### src/hdl/mmft_pkg.sv
// shared types and codes of the masked match forwarding table
package mmft_pkg;

   // default number of table entries
   localparam int TABLE_DEPTH = 16;

   // request kinds
   localparam logic [1:0] KIND_LOOKUP = 2'd0;
   localparam logic [1:0] KIND_ADD    = 2'd1;
   localparam logic [1:0] KIND_REMOVE = 2'd2;

   // response status codes
   localparam logic [1:0] ST_OK     = 2'd0;
   localparam logic [1:0] ST_MISS   = 2'd1;
   localparam logic [1:0] ST_ABSENT = 2'd2;
   localparam logic [1:0] ST_FULL   = 2'd3;

   // per-cell move codes
   localparam logic [1:0] MOVE_HOLD  = 2'd0;
   localparam logic [1:0] MOVE_SHIFT = 2'd1;
   localparam logic [1:0] MOVE_CLOSE = 2'd2;

   // one table entry, also used for the normalised query
   typedef struct packed {
      logic        valid;
      logic        is_v6;
      logic [63:0] dest_hi;
      logic [63:0] dest_lo;
      logic [63:0] mask_hi;
      logic [63:0] mask_lo;
      logic [7:0]  port;
   } entry_type;

endpackage

### src/hdl/mmft_pick.sv
// priority pick of the first matching cell
module mmft_pick #(
   parameter int TABLE_DEPTH = mmft_pkg::TABLE_DEPTH
) (
   input  logic [TABLE_DEPTH-1:0] match,
   input  logic [7:0]             cell_port [TABLE_DEPTH],
   output logic                   hit,
   output logic [TABLE_DEPTH-1:0] from_first,
   output logic [7:0]             port
);

   logic [TABLE_DEPTH-1:0] first;

   // lowest set bit is the highest priority; cells at or past it
   always_comb begin
      first      = match & (~match + TABLE_DEPTH'(1));
      from_first = ~(first - TABLE_DEPTH'(1));
      hit        = |match;
   end

   // port of the picked cell
   always_comb begin
      port = 8'd0;
      for (int i = 0; i < TABLE_DEPTH; i++) begin
         port = port | (cell_port[i] & {8{first[i]}});
      end
   end

endmodule

### config.mk
export PLATFORM = sky130hd
export DESIGN_NAME = mmft_pick
export DESIGN_NICKNAME = d
export VERILOG_FILES = /design/src/hdl/mmft_pkg.sv /design/src/hdl/mmft_pick.sv
export SDC_FILE = /design/constraint.sdc
export NUM_CORES = 1
export LEC_CHECK = 0
export BUFFER_PORTS_ARGS = -buffer_cell sky130_fd_sc_hd__clkbuf_2
export CELL_PAD_IN_SITES_DETAIL_PLACEMENT = 1
export CELL_PAD_IN_SITES_GLOBAL_PLACEMENT = 1
export CORE_MARGIN = 5
export CORE_UTILIZATION = 18
export DETAILED_ROUTE_END_ITERATION = 7
export MAX_ROUTING_LAYER = met4
export PLACE_DENSITY = 0.85
export SKIP_LAST_GASP = 1
export SLEW_MARGIN = 20
export SYNTH_ARGS = -nofsm -noshare
export SYNTH_HDL_FRONTEND = slang
export SYNTH_SLANG_ARGS = --single-unit
### constraint.sdc
create_clock -name vclk -period 2.7
set_input_delay 0.54 -clock vclk [all_inputs]
set_output_delay 0.54 -clock vclk [all_outputs]
set_load 0.02 [all_outputs]
Word level (Yosys, flattened, before mapping)
Cells that the tools add are included.
{"block": "totals", "elab_cells": 37, "ff_bits": 0}
{"block": "classes", "bitwise": 34, "n_addsub": 2, "reduce_logical": 1}
{"cell": "8-bit bitwise AND", "n": 16}
{"cell": "8-bit OR", "n": 15}
{"cell": "16-bit inverter", "n": 2}
{"cell": "16-bit by 1-bit adder with 16-bit output, second input constant", "n": 1}
{"cell": "16-bit bitwise AND", "n": 1}
{"cell": "16-bit OR reduction", "n": 1}
{"cell": "16-bit by 1-bit subtractor with 16-bit output, second input constant", "n": 1}

Longest topological paths before layout
Gate-level depths: netlist of run 1.
{"block": "logic_depth", "ltp_word": 19, "mapped_depth": 7, "mapped_depth_nobuf": 6}

Worst setup path after synthesis of run 1
Ideal clock, no wire load.
{"block": "synth_path", "kind": "in2out", "start": "input match[5]", "end": "output from_first[15]", "arrival_time_ps": 2060, "setup_slack_ps": 100, "path_stages": 6, "n_path_buf": 1, "cell_sequence": "buf_6 or4_4 nor2_8 nand3_2 or2_4 a41o_1"}
{"block": "synth_between", "elab_chain_cells": 5}
{"item": "from (decl)", "line_no": "mmft_pick.sv:5", "source": "input logic [TABLE_DEPTH-1:0] match,"}
{"item": "16-bit inverter", "line_no": "mmft_pick.sv:16", "source": "first = match & (~match + TABLE_DEPTH'(1));"}
{"item": "16-bit by 1-bit adder with 16-bit output", "line_no": "mmft_pick.sv:16"}
{"item": "16-bit bitwise AND *", "line_no": "mmft_pick.sv:16"}
{"item": "16-bit by 1-bit subtractor with 16-bit output *", "line_no": "mmft_pick.sv:17", "source": "from_first = ~(first - TABLE_DEPTH'(1));"}
{"item": "16-bit inverter *", "line_no": "mmft_pick.sv:17"}
{"item": "to (decl)", "line_no": "mmft_pick.sv:8", "source": "output logic [TABLE_DEPTH-1:0] from_first,"}
Mark *: on every way between the ends. The rest lies on a longest branch, timed or not.

Worst setup path in the final report of run 1
{"block": "layout_path", "start": "input match[4]", "end": "output from_first[15]"}
The elaborated chain is that of the path after synthesis.

==> flow_metrics.py, run 1 <==
metrics = {
    "detailed_routing": {
        "vias_per_cell": 5.26,
        "wirelength_um": 7940,
        "wl_per_cell_um": 18.4,
        "drc": 0,
        "firstDrtPassIters": 4,
        "postRouteAntennaNets": 0,
        "via_count": 2271,
        "first_iter_violations": 89,
    },
    "timing": {
        "hold_violations": 0,
        "tightest_slew_ps": 445,
        "fmax_mhz": 380,
        "fin_crit_ps": 2630,
        "drv_slew": 0,
        "holdWs_ps": 1460,
        "finalCritPeriodShare_pct": 97.4,
        "rsz0062_at_grt": "yes",
        "slew_headroom_pct": 70.3,
        "fin_ws_ps": 71.1,
        "finalSetupViolCount": 0,
    },
    "floorplanning": {
        "start_util_pct": 18.6,
        "ios": 169,
        "core_um2": 6420,
        "rows": 29,
        "die_h_um": 91.5,
        "die_area_um2": 8380,
        "die-width_um": 91.5,
    },
    "synthesis": {
        "netlist_area_um2": 1200,
        "synth.area.top_cells": "a22oi_1 13%, nand2_1 9.1%, a21oi_1 8.4%",
        "syn-instance-count": 181,
        "syn_avg_cell_area_um2": 6.61,
        "yosysWarningCount": 0,
        "synth_top_area_share_pct": 12.6,
        "synth.net_count": 325,
        "yosysTopAreaCell": "a22oi_1",
        "ys_seq_area_share_pct": 0,
        "ys_types": 43,
    },
    "worst_setup_path": {
        "worstSetupPathType": "in -> out",
        "startpoint_type": "input port",
        "critPathMaxFanout": 6,
        "critPathLaunch": "match[4]",
        "end_kind": "primary output",
        "crit_arrival_ps": 2090,
        "critPathRequiredTime_ps": 2160,
        "cp-endpoint": "from_first[15]",
    },
    "clock_tree": {
        "cts_setup_buffers": 0,
        "hold_buffers": 0,
    },
    "placed_design": {
        "gp_congestion": 0.872,
        "io_buffers": 169,
        "post-place-ws_ps": 21.2,
        "dp_hpwl_um": 7060,
        "dp_cells": 432,
    },
    "cells_and_area": {
        "multi_input_area_um2": 1150,
        "nClkBuffers": 0,
        "num_antenna_cells": 0,
        "fillers": 877,
        "seqCellArea_um2": 0,
        "final_util_pct": 34.8,
        "nets": 501,
        "drive_gt1_share_pct": 58.0,
        "area_growth_pct": 86.8,
        "nFlopsAndLatches": 0,
        "stdcell_count": 432,
    },
    "global_route": {
        "grt_first_pass_wirelength_um": 12400,
        "grt_pass1_vias": 2554,
        "grt_antenna_before_repair": 0,
        "grt.overflow.total": 0,
        "grt_max_degree": 19,
        "grt_use_total_pct": 18.1,
    },
    "pwr": {
        "power_density_nw_per_um2": 136,
        "leakagePower_uw": 0.00115,
        "peakVddDrop_v": 0.0000465,
    },
    "worst_hold_path": {
        "hp-start": "cell_port[6]",
        "hold_path_class": "in -> out",
    },
    "outcome": {
        "status": "complete, no violations",
    },
    "run": {
        "max_cap_viol_count": 0,
    },
}
[power by group]
group          internal (uW)  leakage, uW  switching (uW)
Combinational            148      0.00115             156
Sequential                 0            0               0
Clock                      0            0               0
[cell type report]
class / instances / area share [%]
repair buffers: 185 / 43.2
well taps: 77 / 4.31
inverters: 6 / 1.01
multi-input cells: 164 / 51.5
[worst max-delay path: stages]
cell	delay, ps
clkbuf_2	120
or4_4	590
nor2_8	150
nand3_2	80
or2_4	250
a41o_1	200
clkbuf_2	160
[placed cells by master (no fill, tap or decap), types with 4 or more instances in the layout]
master | netlist | routed
o2bb2ai_1 | 6 | 6
clkbuf_2 | 0 | 169
a211oi_1 | 7 | 6
o221ai_1 | 8 | 8
o211ai_1 | 6 | 6
a222oi_1 | 6 | 6
buf_4 | 1 | 16
inv_1 | 4 | 4
a21oi_1 | 20 | 20
a22oi_1 | 20 | 20
and3b_1 | 8 | 8
nor2_1 | 5 | 5
nand3_1 | 5 | 5
nand2_1 | 29 | 29
o21ai_0 | 12 | 12
[repair_timing]
action,CTS,global route
gates resized for setup,1,5
gates cloned,0,0
endpoints found under the setup margin,1,7
pin swaps,0,1
endpoints found under the hold margin,0,0
[stage by stage]
stage               setup TNS (ps)  area, um2  power (uW)
floorplan                        0       1200         129
global placement                 0       2200         293
detailed placement               0       2200         300
CTS                              0       2210         302
global route                 -2.73       2230         333
finish                           0       2230         304
[cell usage after synthesis, drive strengths merged (2+ instances only)]
cell type  number
nor3b           2
inv             6
o2bb2ai         6
clkbuf          7
a221oi          2
nor4            3
nor2b           3
nor3            3
a222oi          6
nand2          29
a211oi          7
buf             4
a41o            2
and3b           9
nor2            6
a21oi          20
or2             3
o21ai          12
nand3           6
a22oi          20
or3             3
o221ai          8
o211ai          6
[how the worst min path moves through the flow]
stage,to,slack [ps],cells after the start
3_5_place_dp,port[6],1460,4
3_3_place_gp,port[6],1460,4
4_1_cts,port[6],1470,4
2_1_floorplan,from_first[0],1190,1
5_1_grt,port[4],1490,4
6_report,port[6],1460,4
[cells by family after synthesis]
family,share of synthesized area [%]
AO/OA/AOI/OAI,54.7
buffers and inverters,6.38
AND/OR/NAND/NOR,38.9
[per-layer routing]
layer,up-vias,track usage [%],routed length [um]
li1,1091,-,-
met2,92,35.2,4370
met1,1086,20.9,3210
met3,2,1.74,336
met4,0,0.628,21
met5,-,-,0
No activity file was read; power rests on OpenSTA's default activity.
==> run 2, diff against run 1 <==
CORE_ASPECT_RATIO = 0.8   (was unset)
GPL_TIMING_DRIVEN = 0   (was unset)
==> run 2 against run 1 <==
Against the previous run:
- worst setup slack got worse by 37 ps
- critical path type unchanged
- total power increased by 3.4%
- design area increased by 4.6%
- sequential share of layout area unchanged
- die area increased by 0.11%
- count of clock-buffer cells in the layout unchanged
==> flow_metrics.py, run 2 (synthesis gave the netlist of run 1 again) <==
metrics = {
    "outcome": {
        "status": "complete, no violations",
    },
    "placed_design": {
        "io_buffers": 167,
        "dp_hpwl_um": 7070,
        "gp_congestion": 0.827,
    },
    "detailed_routing": {
        "top_layer_used": "met4",
        "wirelength_um": 8000,
        "wl_per_cell_um": 18.1,
        "firstDrtPassIters": 4,
        "met2_length_um": 4120,
        "postRouteAntennaNets": 0,
        "vias_per_cell": 5.10,
        "first_iter_violations": 84,
        "wl_met3_um": 428,
        "wl_met1_um": 3390,
        "drc": 0,
        "via_count": 2247,
    },
    "global_route": {
        "grt_pass1_vias": 2490,
        "grt.overflow.total": 0,
        "grt_antenna_before_repair": 0,
        "grt_use_total_pct": 18.5,
        "grt_first_pass_wirelength_um": 12500,
        "grt_max_degree": 11,
    },
    "timing": {
        "hold_violations": 0,
        "fmax_mhz": 375,
        "slew_headroom_pct": 62.5,
        "finalSetupViolCount": 0,
        "finalCritPeriodShare_pct": 98.8,
        "rsz0062_at_grt": "yes",
        "fin_crit_ps": 2670,
        "drv_slew": 0,
        "tightest_slew_ps": 562,
        "tns_ps": 0,
    },
    "worst_setup_path": {
        "startpoint_type": "input port",
        "end_kind": "primary output",
        "critPathRequiredTime_ps": 2160,
        "worstSetupPathType": "in -> out",
        "crit_arrival_ps": 2130,
        "critPathMaxFanout": 6,
    },
    "floorplanning": {
        "die-width_um": 101,
        "core_um2": 6440,
        "start_util_pct": 18.6,
        "ios": 169,
        "die_h_um": 82.9,
        "die_area_um2": 8390,
        "rows": 26,
    },
    "cells_and_area": {
        "layout_commonest_cell": "clkbuf_2",
        "num_antenna_cells": 0,
        "nets": 503,
        "drive_gt1_share_pct": 58.8,
        "seqCellArea_um2": 0,
        "nFlopsAndLatches": 0,
        "final_cell_mix": "167 x clkbuf_2, 28 x nand2_1, 20 x a21oi_1, 20 x a22oi_1, 12 x o21ai_0",
        "fillers": 851,
        "nClkBuffers": 0,
        "area_growth_pct": 95.4,
    },
    "pwr": {
        "power_density_nw_per_um2": 135,
        "leakagePower_uw": 0.00118,
        "power_uw": 314,
        "peakVddDrop_v": 0.0000444,
    },
    "clock_tree": {
        "hold_buffers": 0,
    },
    "run": {
        "max_cap_viol_count": 0,
    },
    "worst_hold_path": {
        "hold_path_class": "in -> out",
    },
}
==> run 2: changes by cell type in the layout (fill, tap and decap cells not counted), sizes merged <==
cell / before / now
buf: 16 / 18
==> run 2: path summary, 6_finish.rpt <==
check                 startpoint  slack, ps  cells after the start       endpoint
worst max-delay path    match[5]         30                      7            hit
worst min-delay path    match[0]       1310                      2  from_first[0]
==> run 2: layout make-up <==
type | instances | area [um2] | share of cell area (%)
multi-input cells | 164 | 1200 | 51.2
repair buffers | 177 | 946 | 40.5
well taps | 84 | 105 | 4.50
plain buffers | 10 | 65.1 | 2.78
inverters | 6 | 25.0 | 1.07
==> run 2: repair_timing <==
| item | in CTS | in global routing |
|---|---|---|
| gates resized for setup | 11 | 28 |
| setup buffers | 4 | 6 |
| endpoints found under the setup margin | 10 | 10 |
| pin swaps | 3 | 7 |
==> run 2: critical path: stages <==
cell and delay [ps]:
buf_12 110, or4_4 570, nor2_8 180, nand3_2 80, or2_4 280, a41o_1 230
buf_6 130
==> run 2: stage by stage <==
| step | hold WS [ps] | worst slack, ps | util [%] | std cells | area [um2] |
|---|---|---|---|---|---|
| floorplan | 1190 | 99.6 | - | 181 | 1200 |
| global placement | 1310 | -173 | 33.2 | 432 | 2140 |
| detailed placement | 1310 | -226 | 33.2 | 432 | 2140 |
| CTS | 1310 | 2.56 | 34.6 | 436 | 2230 |
| global route | 1310 | -14.4 | 36.3 | 441 | 2340 |
| finish | 1310 | 33.7 | 36.3 | 441 | 2340 |
==> run 2: per-layer routing <==
metal / global-route usage, % / vias up
met3: 1.26 / 6
met2: 33.7 / 94
li1: - / 1101
met1: 23.2 / 1046
met5: - / -
met4: 0.845 / 0
==> run 2: power breakdown <==
| part | switching (uW) | internal [uW] |
|---|---|---|
| Sequential | 0 | 0 |
| Clock | 0 | 0 |
| Combinational | 160 | 154 |
==> run 3, diff against run 2 <==
ABC_AREA = 1   (was unset)
CORE_UTILIZATION = 20   (was 18)
PLACE_DENSITY = 0.86   (was 0.85)
==> run 3 against run 2 <==
Against the previous run:
- synthesized cell count rose by 80%
- maximum frequency grew 4.9%
- area after synthesis grew 29%
- total power down 14%
- critical endpoint is now port[3]
- cell count is 37% higher
- critical path type unchanged
- largest power group unchanged
- wire length is 13% higher
- first-iteration DRC count rose by 4.8%
==> flow_metrics.py, run 3 <==
metrics = {
    "synthesis": {
        "synth.net_count": 470,
        "ys_seq_area_share_pct": 0,
        "synth_commonest_cells": "75 x nand2_1, 68 x nor2_1, 60 x nand3_1, 47 x inv_1, 34 x nand4_1",
        "syn_avg_cell_area_um2": 4.72,
        "syn-instance-count": 326,
        "synth.most_common_cell": "nand2_1",
        "yosysTopAreaCell": "nand3_1",
        "netlist_area_um2": 1540,
        "synth.area.top_cells": "nand3_1 20%, nand2_1 18%, nor2_1 17%",
        "synth_top_area_share_pct": 19.5,
        "ys_types": 20,
        "yosysWarningCount": 0,
    },
    "global_route": {
        "grt_pass1_vias": 2915,
        "grt.overflow.total": 0,
        "grt_max_degree": 11,
        "grt_first_pass_wirelength_um": 13900,
        "grt_use_total_pct": 18.5,
        "grt_antenna_before_repair": 0,
    },
    "timing": {
        "rsz0062_at_grt": "no",
        "finalSetupViolCount": 0,
        "slew_headroom_pct": 44.8,
        "fin_crit_ps": 2540,
        "fin_ws_ps": 159,
        "hold_violations": 0,
        "tightest_slew_ps": 822,
        "tns_ps": 0,
        "holdWs_ps": 1430,
        "finalCritPeriodShare_pct": 94.1,
        "drv_slew": 0,
        "fmax_mhz": 394,
    },
    "cells_and_area": {
        "drive_gt1_share_pct": 43.0,
        "seqCellArea_um2": 0,
        "nClkBuffers": 0,
        "nets": 644,
        "final_util_pct": 35.1,
        "num_antenna_cells": 0,
        "final_cell_mix": "168 x clkbuf_2, 73 x nand2_1, 63 x nor2_1",
        "area_growth_pct": 69.3,
        "layout_commonest_cell": "clkbuf_2",
        "nFlopsAndLatches": 0,
    },
    "detailed_routing": {
        "first_iter_violations": 88,
        "postRouteAntennaNets": 0,
        "wl_per_cell_um": 15.0,
        "wirelength_um": 9040,
        "vias_per_cell": 4.60,
        "firstDrtPassIters": 4,
        "via_count": 2771,
        "drc": 0,
    },
    "worst_hold_path": {
        "hold_path_class": "in -> out",
    },
    "outcome": {
        "status": "complete, no violations",
    },
    "placed_design": {
        "gp_congestion": 0.864,
        "dp_hpwl_um": 8180,
        "io_buffers": 168,
        "post-place-ws_ps": -55.5,
    },
    "run": {
        "max_cap_viol_count": 0,
    },
    "floorplanning": {
        "die_h_um": 88.4,
        "die-width_um": 108,
        "start_util_pct": 20.7,
        "ios": 169,
        "rows": 28,
        "core_um2": 7430,
        "die_area_um2": 9550,
    },
    "pwr": {
        "p_seq_share_pct": 0,
        "power_density_nw_per_um2": 103,
        "swShare_pct": 55.3,
        "power.internal_uw": 120,
        "p_switching_uw": 149,
        "peakVddDrop_v": 0.0000335,
        "leakagePower_uw": 0.00159,
        "pwr-share-clk_pct": 0,
        "power_frac_comb_pct": 100.0,
        "power_uw": 269,
    },
    "worst_setup_path": {
        "critPathRequiredTime_ps": 2160,
        "critPathMaxFanout": 10,
        "end_kind": "primary output",
        "startpoint_type": "input port",
        "crit_arrival_ps": 2000,
        "worstSetupPathType": "in -> out",
    },
    "clock_tree": {
        "hold_buffers": 0,
    },
}
run 3: power groups by stage:
stage	logic, uW	clock network, uW	registers, uW
after floorplan	111	0	0
after global placement	259	0	0
after detailed placement	266	0	0
after CTS	268	0	0
after global routing	300	0	0
final	269	0	0
run 3: repair_timing:
action,in CTS,in global routing
pin swaps,1,3
setup endpoints to repair,8,12
resized for setup,3,14
buffers inserted,1,3
cloned,0,0
run 3: cell families (layout without fill, tap and decap cells):
kind of cell / count (synthesis) / after routing / share of synthesized area (%)
buf+inv: 60 / 232 / 17.1
simple gates: 266 / 266 / 82.9
run 3: through the flow:
stage / cell area [um2] / std cells
floorplan: 1540 / 326
global placement: 2510 / 599
detailed placement: 2510 / 599
CTS: 2530 / 600
global route: 2600 / 603
finish: 2600 / 603
run 3: routing by layer:
layer	vias to the layer above	GRT usage [%]	share of wire [%]
met5	-	-	0
met4	0	1.61	0.70
met3	8	1.75	6.6
met2	109	35.1	51
met1	1250	22.1	42
li1	1404	-	-
run 3: final timing paths:
kind / start / to / cells after the start
min: match[15] / from_first[15] / 3
max: match[5] / port[3] / 10
run 3: critical path, cell delays in order:
cell and delay [ps]:
clkbuf_2 90, clkbuf_4 190, nor2_2 150, nand4_1 370
nor2_1 220, nor2_1 60, nand3_1 80, nor2_1 50
nand3_1 70, clkbuf_2 170
run 3: cell type report:
cell class | count | area (um2)
Fill cell | 1102 | 4820
Multi-Input combinational cell | 266 | 1330
Inverter | 50 | 191
Tap cell | 105 | 131
Timing Repair Buffer | 172 | 871
Buffer | 10 | 77.6
