===== src/hdl/mmft_pkg.sv =====
// shared types and codes of the masked match forwarding table
package mmft_pkg;

   // default number of table entries
   localparam int TABLE_DEPTH = 16;

   // request kinds
   localparam logic [1:0] KIND_LOOKUP = 2'd0;
   localparam logic [1:0] KIND_ADD    = 2'd1;
   localparam logic [1:0] KIND_REMOVE = 2'd2;

   // response status codes
   localparam logic [1:0] ST_OK     = 2'd0;
   localparam logic [1:0] ST_MISS   = 2'd1;
   localparam logic [1:0] ST_ABSENT = 2'd2;
   localparam logic [1:0] ST_FULL   = 2'd3;

   // per-cell move codes
   localparam logic [1:0] MOVE_HOLD  = 2'd0;
   localparam logic [1:0] MOVE_SHIFT = 2'd1;
   localparam logic [1:0] MOVE_CLOSE = 2'd2;

   // one table entry, also used for the normalised query
   typedef struct packed {
      logic        valid;
      logic        is_v6;
      logic [63:0] dest_hi;
      logic [63:0] dest_lo;
      logic [63:0] mask_hi;
      logic [63:0] mask_lo;
      logic [7:0]  port;
   } entry_type;

endpackage


===== src/hdl/mmft_cell.sv =====
// one table cell: holds an entry, compares it and moves it along the chain
module mmft_cell (
   input  logic               clock,
   input  logic               reset,
   input  logic               cmp_en,
   input  logic               cmp_exact,
   input  mmft_pkg::entry_type query,
   input  logic [1:0]         move,
   input  mmft_pkg::entry_type from_up,
   input  mmft_pkg::entry_type from_down,
   output mmft_pkg::entry_type entry,
   output logic               match
);

   mmft_pkg::entry_type entry_ff, entry_in;
   logic                match_ff, match_in;
   logic                hit_masked;
   logic                hit_exact;

   // masked and exact compares against the query
   always_comb begin
      hit_masked = entry_ff.valid && (entry_ff.is_v6 == query.is_v6) &&
                   (((query.dest_hi ^ entry_ff.dest_hi) & entry_ff.mask_hi) == 64'd0) &&
                   (((query.dest_lo ^ entry_ff.dest_lo) & entry_ff.mask_lo) == 64'd0);
      hit_exact  = entry_ff.valid && (entry_ff.is_v6 == query.is_v6) &&
                   (entry_ff.dest_hi == query.dest_hi) &&
                   (entry_ff.dest_lo == query.dest_lo) &&
                   (entry_ff.mask_hi == query.mask_hi) &&
                   (entry_ff.mask_lo == query.mask_lo);
      match_in   = cmp_exact ? hit_exact : hit_masked;
   end

   // next entry from the neighbours
   always_comb begin
      case (move)
         mmft_pkg::MOVE_SHIFT: entry_in = from_up;
         mmft_pkg::MOVE_CLOSE: entry_in = from_down;
         default:              entry_in = entry_ff;
      endcase
   end

   // valid bit
   always_ff @(posedge clock) begin
      if (reset) begin
         entry_ff.valid <= 1'b0;
      end else begin
         entry_ff.valid <= entry_in.valid;
      end
   end

   // entry payload
   always_ff @(posedge clock) begin
      entry_ff.is_v6   <= entry_in.is_v6;
      entry_ff.dest_hi <= entry_in.dest_hi;
      entry_ff.dest_lo <= entry_in.dest_lo;
      entry_ff.mask_hi <= entry_in.mask_hi;
      entry_ff.mask_lo <= entry_in.mask_lo;
      entry_ff.port    <= entry_in.port;
   end

   // compare result, captured when a beat is taken
   always_ff @(posedge clock) begin
      if (cmp_en) begin
         match_ff <= match_in;
      end
   end

   assign entry = entry_ff;
   assign match = match_ff;

endmodule


===== config.mk =====
export PLATFORM = sky130hd
export DESIGN_NAME = mmft_cell
export DESIGN_NICKNAME = d
export VERILOG_FILES = /design/src/hdl/mmft_pkg.sv /design/src/hdl/mmft_cell.sv
export SDC_FILE = /design/constraint.sdc
export NUM_CORES = 1
export LEC_CHECK = 0
export BUFFER_PORTS_ARGS = -buffer_cell sky130_fd_sc_hd__buf_4
export CAP_MARGIN = 25
export CORE_AREA = 2 2 416 418
export CTS_CLUSTER_DIAMETER = 60
export DETAILED_ROUTE_END_ITERATION = 8
export DIE_AREA = 0 0 418 420
export GPL_TIMING_DRIVEN = 0
export SYNTH_ARGS = -nofsm -noshare
export SYNTH_HDL_FRONTEND = slang
export SYNTH_SLANG_ARGS = --single-unit

===== constraint.sdc =====
create_clock -name clock -period 6.69 [get_ports clock]
set_input_delay 1.0035 -clock clock [delete_from_list [all_inputs] [get_ports clock]]
set_output_delay 1.0035 -clock clock [all_outputs]
set_load 0.03 [all_outputs]

Word level (Yosys, flattened, before mapping)
Cells that the tools add are included.

Register bits: 267. Latch bits: 0. Memory bits (writable): 0. ROM bits: 0. Input bits: 804. Output and inout port bits: 267. Word-level logic and storage cells: 31. Memories: 0.

Add/sub/neg operators: 0. $mul: 0. Divide/modulo/power cells: 0. Magnitude comparators: 0. Equality and inequality tests: 7. Shift-type cells: 0. Muxes and demuxes: 2. Bitwise operators: 4. Reduce and logical (&&, ||, !) cells: 10.

Operators by type and width (count): $pmux W266 S2 (1); $eq A64 B64 Y1 (4); $and A64 B64 Y64 (2); $logic_not A64 Y1 (2); $xor A64 B64 Y64 (2); $logic_and A1 B1 Y1 (7); $eq A2 B1 Y1 const B (1); $eq A2 B2 Y1 const B (1); $reduce_bool A2 Y1 (1); $eq A1 B1 Y1 (1); $mux W1 (1).

Depth between registers and ports, before layout
Gate-level depths: netlist of run 1.

Word-level depth: 7. Gate-level depth with buffers: 8. Gate-level depth less buffers: 7.

Worst setup path after synthesis of run 1
OpenSTA, ideal clock, no wires.

Kind: input -> register. Start: input move[0]. End: register entry_ff (netlist bit entry[0]), enable pin. Setup time: 616 ps. Data arrival time: 6468 ps. Setup slack: -394 ps. Cell stages on the path: 3. Path through: inv_1 > ha_1 > inv_1.

Longest elaborated chain between the ends: 2. Elaborated cells on any way between the ends: 3. Classes of those cells: 2 x eq/ne; 1 x reduce/logical.

RTL lines: from (decl) (RTL line mmft_cell.sv:8) `input logic [1:0] move,`; $eq A2 B2 Y1 / $eq A2 B1 Y1 (equally long branches) (RTL line mmft_cell.sv:35) `case (move)`; $reduce_bool A2 Y1 (no line) (*); to (decl) (RTL line mmft_cell.sv:15) `mmft_pkg::entry_type entry_ff, entry_in;`.

Every way passes the cells marked *; elsewhere a longest branch is shown, timed or not. A chain may end at the register's enable or synchronous reset.

Final worst setup path of run 1
Start: input query[203] (netlist bit). End: register match_ff, in the netlist match (data pin).

Longest elaborated chain between the ends: 6. Elaborated cells on any way between the ends: 11. Classes of those cells: 1 x eq/ne; 1 x mux; 2 x bitwise; 7 x reduce/logical.

RTL lines: from (decl) (RTL line mmft_cell.sv:7) `input mmft_pkg::entry_type query,`; $xor A64 B64 Y64 / $eq A64 B64 Y1 (equally long branches) (RTL line mmft_cell.sv:23, mmft_cell.sv:26); $and A64 B64 Y64 / $logic_and A1 B1 Y1 (equally long branches) (RTL line mmft_cell.sv:23, mmft_cell.sv:25); $logic_not A64 Y1 / $logic_and A1 B1 Y1 (equally long branches) (RTL line mmft_cell.sv:23, mmft_cell.sv:26); $logic_and A1 B1 Y1 (on tied branches) (RTL line mmft_cell.sv:22, mmft_cell.sv:27); $logic_and A1 B1 Y1 (on tied branches) (RTL line mmft_cell.sv:23, mmft_cell.sv:28); $mux W1 (*) (RTL line mmft_cell.sv:30) `match_in = cmp_exact ? hit_exact : hit_masked;`; net match_in (RTL line mmft_cell.sv:16) `logic match_ff, match_in;`; to (signal assigned) (RTL line mmft_cell.sv:64) `match_ff <= match_in;`; to (decl) (RTL line mmft_cell.sv:16).

The timed path passes the listed nets; every way through them passes the cells marked *.

==> flow_summary.json, run 1 <==
{
  "grt_overflow": 0,
  "layout-drive-gt1-share": 0.6581,
  "start_util": 0.08619,
  "dr_wl_met3_um": 24040,
  "drtIter0Drc": 1744,
  "cts_hold_buffers": 0,
  "r2r_start": "entry[158]$_DFFE_PP_",
  "rsz0062_at_grt": "no",
  "synthTopCellsByCount": "266 x edfxtp_1, 265 x mux2_2, 182 x xor2_1",
  "synth_edf_count": 266,
  "ys_types": 34,
  "pwr-share-clk": 0.397,
  "first_global_vias": 16030,
  "dpl-instance-area_mm2": 0.02599,
  "min_from": "reset",
  "grt_antenna_before_repair": 199,
  "drc_errors": 0,
  "root_buffer": "clkbuf_16",
  "wl_per_cell_um": 42.12,
  "cts_resized": 0,
  "stdcell_area_mm2": 0.02830,
  "top_layer_used": "met5",
  "power_density_mw_per_mm2": 302.8,
  "arrival_ns": 3.91,
  "drv_slew": 0,
  "yosysMostFrequentCell": "edfxtp_1",
  "via_count": 16500,
  "grt_max_degree": 41,
  "ys_dominant_reg_cell": "edfxtp_1",
  "fin_crit_sh": 0.5273,
  "htreeDepth": 3,
  "p_sw_mw": 3.382,
  "cell_internal_pwr_mw": 5.186,
  "critical_path.endpoint_type": "flop",
  "clkLatencyLatePin_ns": 0.67,
  "maxCapViolCount": 0,
  "hold_path.class": "input port to flop",
  "yosys.area.top_type_share": 0.5420,
  "routed_wl_um": 191300,
  "yosys_warnings": 0,
  "port_buffers": 1061,
  "cts_tree": "built",
  "fmax_mhz": 283.5,
  "syn-cell-area_mm2": 0.01474,
  "finalSetupViolations": 0,
  "core_mm2": 0.1710,
  "io_pins": 1071,
  "clock_sinks": 267,
  "fin_cells": 4541,
  "async_flop_share": 0,
  "setup.worst_path.start_class": "input port",
  "status": "completed",
  "synth_top_cell_by_area": "edfxtp_1",
  "cts_setup_buffers": 0,
  "die_w_um": 418,
  "area_growth_pct": 92.04,
  "min_period_ns": 3.528,
  "syn_inst": 1058,
  "route.met2.wl_um": 89720,
  "clock_skew_ns": 0.02124,
  "combPwrFrac": 0.300,
  "switching_share": 0.3948,
  "clkTransAtPathRegs_ns": 0.06,
  "slew_headroom": 0.2608,
  "firstDrtPassIters": 7,
  "rows": 152,
  "worst_pin_slew_ns": 1.100,
  "dp.cells": 4385,
  "final_nets": 3025,
  "dp.final_hpwl_um": 172800,
  "max-vdd-ir-drop_v": 0.0001800,
  "m1WireLength_um": 69010,
  "fp.dieH_um": 420,
  "final-hold-violation-count": 0,
  "synth-seq-cells": 267,
  "leakagePower_nw": 11.59,
  "synth_nets": 1863,
  "fin_hold_ws_ns": 0.5094,
  "die_area_mm2": 0.1756,
  "seq_power_share": 0.303,
  "path_class": "input port to flop",
  "seq_area_frac_synth": 0.5434,
  "via_per_inst": 3.633,
  "cp-startpoint": "query[203]",
  "netlist_top_cells_area": "edfxtp_1 54%, mux2_2 20%, xor2_1 11%",
  "clockBufferDepth": 3,
  "grtUsageTotal": 0.2093,
  "antenna_left": 0,
  "grt_pass1_wl_um": 221100,
  "path_max_fanout": 2,
  "cp.required_ns": 7.07,
  "numCtsBuffers": 66,
  "synth_area_per_cell_um2": 13.93,
  "gp_congestion": 0.9764
}
==> stage by stage <==
step	total power [mW]	worst slack (ns)	TNS, ns	util
global placement	5.214	-2.616	-666.31	0.1491
CTS	8.725	2.843	0	0.1650
detailed placement	5.241	2.225	0	0.1520
global route	8.780	3.046	0	0.1651
floorplan	3.361	0.9764	0	-
finish	8.568	3.162	0	0.1655
==> path summary, 6_finish.rpt <==
| check | to | slack [ns] | depth (start not counted) |
|---|---|---|---|
| hold reg to reg | entry[265]$_SDFFE_PP0P_ | 0.56 | 2 |
| hold / removal | entry[265]$_SDFFE_PP0P_ | 0.51 | 2 |
| setup / recovery | match$_DFFE_PP_ | 3.16 | 7 |
| setup reg to reg | match$_DFFE_PP_ | 3.18 | 5 |
==> power groups by stage <==
stage	Clock [mW]	Combinational (mW)	Sequential, mW
finish	3.40	2.57	2.60
global route	3.54	2.64	2.60
CTS	3.50	2.61	2.61
detailed placement	0	2.60	2.64
global placement	0	2.54	2.68
floorplan	0	0.522	2.84
==> sequential cells by signal, summed over array words and instances (netlist names) <==
| signal | count |
|---|---|
| entry | 266 |
| match | 1 |
==> critical path, stage by stage <==
cell	delay (ns)
buf_4	0.11
xor2_1	0.15
buf_4	0.19
nor4_2	0.90
nand4_1	0.31
or4_1	0.58
o41ai_2	0.63
==> cell type report <==
cell class	count	area (µm²)
clock buffers	73	1742
diodes	38	95.09
inverters	65	247.7
clock inverters	45	467.9
fillers	18950	142700
well taps	2233	2794
flip-flops and latches	267	8008
plain buffers	30	130.1
repair buffers	1094	8408
multi-input cells	696	6407
==> kinds of logic (layout without fill, tap and decap cells) <==
group | count (synthesis) | after routing | synth area share
XOR/XNOR | 197 | 197 | 0.1171
buffers and inverters | 95 | 1307 | 0.02420
AND/OR/NAND/NOR | 105 | 105 | 0.04279
adder cells (fa/ha/maj) | 1 | 1 | 0.0008489
multiplexers | 266 | 266 | 0.2032
other | 0 | 38 | 0
flip-flops | 267 | 267 | 0.5434
AO/OA/AOI/OAI | 127 | 127 | 0.06852
==> routing by layer <==
layer / global-route usage / up-vias
met3: 0.1210 / 447
met2: 0.3418 / 1264
li1: - / 6549
met4: 0.07086 / 200
met1: 0.2242 / 8038
met5: 0.007502 / -
==> cells in the final DEF, fill, tap and decap left out, drive strengths merged, types with 2 or more instances in the layout <==
cell type and count:
o2bb2ai 5, a222oi 2, xor2 182, a22o 15
a22oi 35, xnor2 15, a21oi 3, nor4 50
a221oi 37, nand2 5, inv 85, nor3 6
nand4 27, o2111ai 2, edfxtp 266, buf 1094
diode 38, nand3 10, clkinvlp 6, nor2 3
clkbuf 103, o22ai 22, clkinv 14, bufinv 5
mux2 265
Power figures use the tool's default switching activity.
==> inputs of run 2 (changes only) <==
- CORE_AREA: 2 2 416 418 -> 2 2 420 422
- DIE_AREA: 0 0 418 420 -> 0 0 422 424
- clock period: 6.69 -> 3.37 ns (I/O delays scaled with it)
==> run 2 against run 1 <==
  * The run now ends with negative setup slack left
  * Clock power is 110% higher
  * Clock skew is 0.0081 ns higher
  * Global-route usage hardly changed
  * Count of clock-buffer cells in the layout is 1 lower
  * Critical path depth is 2 lower
  * Hold slack worse by 0.40 ns
==> flow_summary.json, run 2 (synthesis results as in run 1) <==
{
  "fin_cells": 4660,
  "wl_per_cell_um": 41.97,
  "grt_use_met1": 0.2248,
  "clkLatencyLatePin_ns": 0.69,
  "pre_cts_slack_ns": -0.7570,
  "numCtsBuffers": 66,
  "firstDrtPassIters": 6,
  "clockBufferDepth": 3,
  "io_pins": 1071,
  "fp.dieH_um": 424,
  "largest_reg_flops": 266,
  "die_area_mm2": 0.1789,
  "fin_util": 0.1643,
  "antenna_left": 0,
  "status": "complete, but fails checks",
  "via_per_inst": 3.655,
  "port_buffers": 1061,
  "grt_max_degree": 41,
  "hold_path.class": "input port to flop",
  "finalSetupViolations": 1,
  "drtIter0Drc": 1911,
  "slew_headroom": 0.2220,
  "power_density_mw_per_mm2": 605.1,
  "clkTransAtPathRegs_ns": 0.06,
  "htreeDepth": 3,
  "maxCapViolCount": 0,
  "grt_antenna_before_repair": 214,
  "fmax_mhz": 284.9,
  "area_growth_pct": 95.05,
  "max-vdd-ir-drop_v": 0.0005990,
  "cp.required_ns": 3.81,
  "gp_congestion": 0.9670,
  "routed_wl_um": 195600,
  "drc_errors": 0,
  "layout-drive-gt1-share": 0.6602,
  "slowest_stage": "nor4_1",
  "clock_sinks": 267,
  "arrival_ns": 3.95,
  "die_w_um": 422,
  "worst_pin_slew_ns": 1.163,
  "max_stage_delay_ns": 0.92,
  "met3_usage": 0.1209,
  "dpl-instance-area_mm2": 0.02624,
  "r2r-end": "match$_DFFE_PP_",
  "path_class": "flop to flop",
  "dp.cells": 4497,
  "cts_tree": "built",
  "core_mm2": 0.1750,
  "final_common_cell": "buf_4",
  "rsz0062_at_grt": "no",
  "hold_depth": 2,
  "stdcell_area_mm2": 0.02874,
  "r2r_cells": 5,
  "grt_pass1_wl_um": 227500,
  "root_buffer": "clkbuf_16",
  "path_max_fanout": 2,
  "r2r_start": "entry[137]$_DFFE_PP_",
  "total_power_mw": 17.39,
  "drv_slew": 0,
  "final_nets": 3035,
  "layout_setup_ws_ns": -0.1399,
  "top_usage_layer": "met2",
  "violations": "negative setup slack",
  "grt_overflow": 0,
  "dp.final_hpwl_um": 175900,
  "rows": 154,
  "r2r_slack_ns": -0.14,
  "leakagePower_nw": 11.74,
  "start_util": 0.08423,
  "final_cell_mix": "1,071 x buf_4, 266 x edfxtp_1, 265 x mux2_2",
  "fin_crit_sh": 1.042,
  "min_from": "from_up[12]",
  "final-hold-violation-count": 0,
  "min_to": "entry[12]$_DFFE_PP_",
  "min_period_ns": 3.510,
  "via_count": 17030,
  "first_global_vias": 16160,
  "clock_skew_ns": 0.02931,
  "setup.worst_path.start_class": "flop",
  "grtUsageTotal": 0.2094,
  "crit_chain": "xor2_1, nor4_1, nand4_1, or3_1, o41ai_4",
  "grt.met2_usage": 0.3436,
  "critical_path.endpoint_type": "flop"
}
-- run 2: per-stage QoR --
stage / hold slack, ns / TNS (ns)
2_1_floorplan: 0.5779 / -468.38
3_3_place_gp: 0.5372 / -1503.35
3_5_place_dp: 0.5626 / -0.9736
4_1_cts: 0.03541 / 0
5_1_grt: 0.07070 / 0
6_report: 0.1087 / -0.1399
-- run 2: worst max-delay path by stage --
stage	from	to	cells past startpoint
2_1_floorplan	move[0]	entry[0]$_DFFE_PP_	3
3_3_place_gp	move[0]	entry[125]$_DFFE_PP_	4
3_5_place_dp	query[72]	match$_DFFE_PP_	8
4_1_cts	entry[72]$_DFFE_PP_	match$_DFFE_PP_	7
5_1_grt	entry[147]$_DFFE_PP_	match$_DFFE_PP_	8
6_report	entry[137]$_DFFE_PP_	match$_DFFE_PP_	5
-- run 2: layout make-up --
class | instances | area [µm²]
fillers | 19580 | 146200
repair buffers | 1104 | 8551
flip-flops and latches | 267 | 8008
multi-input cells | 696 | 6455
well taps | 2340 | 2928
clock buffers | 72 | 1674
clock inverters | 47 | 646.9
inverters | 65 | 255.2
plain buffers | 30 | 128.9
diodes | 39 | 97.59
-- run 2: power by group --
part / internal [mW] / total, mW / leakage, nW / switching [mW]
registers: 4.27 / 5.19 / 2.61 / 0.920
logic: 1.88 / 5.13 / 8.01 / 3.25
clock network: 4.44 / 7.07 / 1.12 / 2.63
total: 10.6 / 17.4 / 11.7 / 6.80
-- run 2: what timing repair did --
item,in CTS,in global routing
setup endpoints to repair,1,0
setup buffers,1,0
resized for setup,6,0
hold endpoints to repair,2,0
hold buffers,2,0
-- run 2: critical path: cells and delay by family (launching register included) --
family	cells	cell delay, ns
AO/OA/AOI/OAI	1	0.51
XOR/XNOR	1	0.22
flip-flops	1	0.54
AND/OR/NAND/NOR	3	1.96
-- run 2: layer usage --
layer	up-vias	routed length, µm
li1	6569	-
met1	8328	71020
met2	1410	91370
met3	519	24510
met4	208	7345
met5	-	1334
==> inputs of run 3 (changes only) <==
--- a/config.mk
+++ b/config.mk
@@ -7,8 +7,9 @@
 export LEC_CHECK = 0
+export ABC_AREA = 1
 export BUFFER_PORTS_ARGS = -buffer_cell sky130_fd_sc_hd__buf_4
 export CAP_MARGIN = 25
-export CORE_AREA = 2 2 420 422
+export CORE_AREA = 2 2 413 415
 export CTS_CLUSTER_DIAMETER = 60
 export DETAILED_ROUTE_END_ITERATION = 8
-export DIE_AREA = 0 0 422 424
+export DIE_AREA = 0 0 415 417
 export GPL_TIMING_DRIVEN = 0
==> constraint.sdc (replaced) <==
create_clock -name clock -period 3.37 [get_ports clock]
set_input_delay 0.1685 -clock clock [delete_from_list [all_inputs] [get_ports clock]]
set_output_delay 0.1685 -clock clock [all_outputs]
set_load 0.03 [all_outputs]
==> run 3 against run 2 <==
  * The run now ends clean
  * Setup slack gained 0.32 ns
  * Critical path type unchanged
  * Largest power group is now combinational cells
  * Sequential power about the same
  * Largest cell class unchanged
  * Global-route usage is 0.99 points lower
==> flow_summary.json, run 3 <==
{
  "status": "completed",
  "rsz0062_at_grt": "no",
  "via_per_inst": 3.639,
  "max-vdd-ir-drop_v": 0.0003675,
  "grt_antenna_before_repair": 147,
  "final-hold-violation-count": 0,
  "worst_pin_slew_ns": 1.250,
  "gp_congestion": 0.9674,
  "fill_cells": 18400,
  "async_flop_share": 0,
  "htreeDepth": 2,
  "maxCapViolCount": 0,
  "yosys_warnings": 0,
  "final_cell_mix": "1,067 x buf_4, 533 x dlygate4sd3_1, 509 x nand2_1",
  "drv_slew": 0,
  "via_count": 20900,
  "drtIter0Drc": 1880,
  "grt.met2_usage": 0.3353,
  "fmax_mhz": 313.1,
  "p_sw_mw": 6.361,
  "total_power_mw": 15.94,
  "fin_hold_ws_ns": 0.2001,
  "yosysMostFrequentCell": "nand2_1",
  "ys_dominant_reg_cell": "edfxtp_1",
  "top_usage_layer": "met2",
  "cell_internal_pwr_mw": 9.574,
  "syn-cell-area_mm2": 0.01644,
  "crit_chain": "xnor2_2, nand2_1, nor3_1, nand2_1, nor2_1, nand2_1, nor2_1, nand3_1, a21oi_2",
  "rows": 151,
  "pwr-share-clk": 0.316,
  "cp_top_family": "simple AND/OR/NAND/NOR gates",
  "final_nets": 4257,
  "power_density_mw_per_mm2": 462.6,
  "root_buffer": "clkbuf_16",
  "syn_inst": 1794,
  "area_growth_pct": 109.5,
  "wl_per_cell_um": 31.31,
  "layout-drive-gt1-share": 0.4189,
  "synth_edf_count": 266,
  "slew_headroom": 0.1642,
  "synthTopCellsByCount": "509 x nand2_1, 293 x nor2_1, 266 x edfxtp_1, 266 x mux2_2, 215 x inv_1",
  "fin_crit_sh": 0.9478,
  "synth_top_cell_by_area": "edfxtp_1",
  "final_common_cell": "buf_4",
  "combPwrFrac": 0.360,
  "largest_reg_flops": 266,
  "drc_errors": 0,
  "cts_tree": "built",
  "leakagePower_nw": 15.43,
  "finalSetupViolations": 0,
  "grt_pass1_wl_um": 219200,
  "numCtsBuffers": 47,
  "clkLatencyLatePin_ns": 0.67,
  "path_buf_inv": 0,
  "cp.required_ns": 3.83,
  "path_max_fanout": 3,
  "clock_sinks": 267,
  "firstDrtPassIters": 6,
  "cp_common_cell": "nand2_1",
  "ys_types": 28,
  "netlist_top_cells_area": "edfxtp_1 49%, mux2_2 18%, nand2_1 12%",
  "synth_nets": 2599,
  "start_util": 0.09756,
  "die_w_um": 415,
  "grt_overflow": 0,
  "hold_path.class": "input port to flop",
  "seq_area_frac_synth": 0.4871,
  "core_mm2": 0.1685,
  "fp.dieH_um": 417,
  "io_pins": 1071,
  "synth-seq-cells": 267,
  "port_buffers": 1061,
  "dp.final_hpwl_um": 157100,
  "clock_skew_ns": 0.02111,
  "routed_wl_um": 179800,
  "cts_setup_buffers": 0,
  "slowest_stage": "nor3_1",
  "first_global_vias": 20770,
  "clkTransAtPathRegs_ns": 0.06,
  "seq_power_share": 0.324,
  "clockBufferDepth": 3,
  "critical_path.endpoint_type": "flop",
  "switching_share": 0.3992,
  "met3_usage": 0.09597,
  "min_period_ns": 3.194,
  "setup.worst_path.start_class": "flop",
  "antenna_left": 0,
  "path_class": "flop to flop",
  "synth_area_per_cell_um2": 9.164,
  "grt_max_degree": 45,
  "max_stage_delay_ns": 0.81,
  "arrival_ns": 3.65,
  "grt_use_met1": 0.2205,
  "grtUsageTotal": 0.1996,
  "yosys.area.top_type_share": 0.4858,
  "die_area_mm2": 0.1731
}
[run 3: cell types whose count changed in the layout (fill, tap and decap cells not counted), moves of 42 or more]
| cell | previous run | this run |
|---|---|---|
| dlygate4sd3_1 | 2 | 533 |
| inv_1 | 63 | 213 |
| nand2_1 | 5 | 509 |
| nor2_1 | 3 | 293 |
| nor4_1 | 43 | 1 |
| xor2_1 | 181 | 77 |
[run 3: path summary, 6_finish.rpt]
| kind | from | endpoint | slack, ns | depth (start not counted) |
|---|---|---|---|---|
| worst max-delay path | entry[42]$_DFFE_PP_ | match$_DFFE_PP_ | 0.18 | 9 |
| worst min-delay path | query[264] | match$_DFFE_PP_ | 0.20 | 4 |
| worst max register to register | entry[42]$_DFFE_PP_ | match$_DFFE_PP_ | 0.18 | 9 |
| worst min register to register | entry[265]$_SDFFE_PP0P_ | match$_DFFE_PP_ | 0.83 | 2 |
[run 3: kinds of logic (layout without fill, tap and decap cells)]
logic type	count (synthesis)	in the layout	synth area share
flops	267	267	0.4871
other cells	0	35	0
mux	266	266	0.1822
buf+inv	251	1947	0.05951
fa+ha+maj	1	1	0.0007609
simple gates	850	850	0.2003
xor+xnor	91	91	0.04848
compound gates	68	68	0.02169
[run 3: worst reg2reg max path, delay by kind of cell (launching register included)]
family	cells	cell delay (ns)
AND/OR/NAND/NOR	7	1.68
XOR/XNOR	1	0.53
flip-flops	1	0.48
AO/OA/AOI/OAI	1	0.30
[run 3: power groups by stage]
| stage | clock network [mW] | logic [mW] | registers (mW) |
|---|---|---|---|
| 5_1_grt | 5.28 | 6.04 | 5.20 |
| 4_1_cts | 5.20 | 5.81 | 5.20 |
| 3_3_place_gp | 0 | 5.08 | 5.34 |
| 2_1_floorplan | 0 | 1.24 | 5.64 |
| 6_report | 5.04 | 5.73 | 5.17 |
| 3_5_place_dp | 0 | 5.18 | 5.26 |
[run 3: cell type report]
cell class	count	area [µm²]	share of cell area
Clock inverter	33	375.4	0.01090
Buffer	30	148.9	0.004323
Inverter	221	840.8	0.02441
Multi-Input combinational cell	1276	7481	0.2172
Timing Repair Buffer	1609	13520	0.3924
Tap cell	2218	2775	0.08057
Antenna cell	35	87.58	0.002543
Sequential cell	267	8008	0.2325
Clock buffer	54	1212	0.03520
[run 3: layer usage]
layer / wire, µm / part of all wire
met3: 21430 / 0.12
met2: 85280 / 0.47
met4: 6044 / 0.034
met5: 969 / 0.0054
met1: 66080 / 0.37
[run 3: through the flow]
step / utilization / setup WS [ns] / std cells / area (µm²) / TNS [ns]
4_1_cts: 0.2038 / 0.02642 / 5708 / 34350 / 0
3_3_place_gp: 0.1614 / -4.555 / 5073 / 27200 / -1177.78
3_5_place_dp: 0.1627 / 0.04369 / 5088 / 27430 / 0
2_1_floorplan: - / -1.431 / 1794 / 16460 / -380.27
5_1_grt: 0.2041 / 0.3008 / 5720 / 34390 / 0
6_report: 0.2044 / 0.1758 / 5743 / 34450 / 0
[run 3: what timing repair did]
item                                   in CTS  in global routing
hold buffers                              533                  0
endpoints found under the hold margin     267                  0
setup endpoints to repair                   0                  1
gates resized for setup                     0                  1
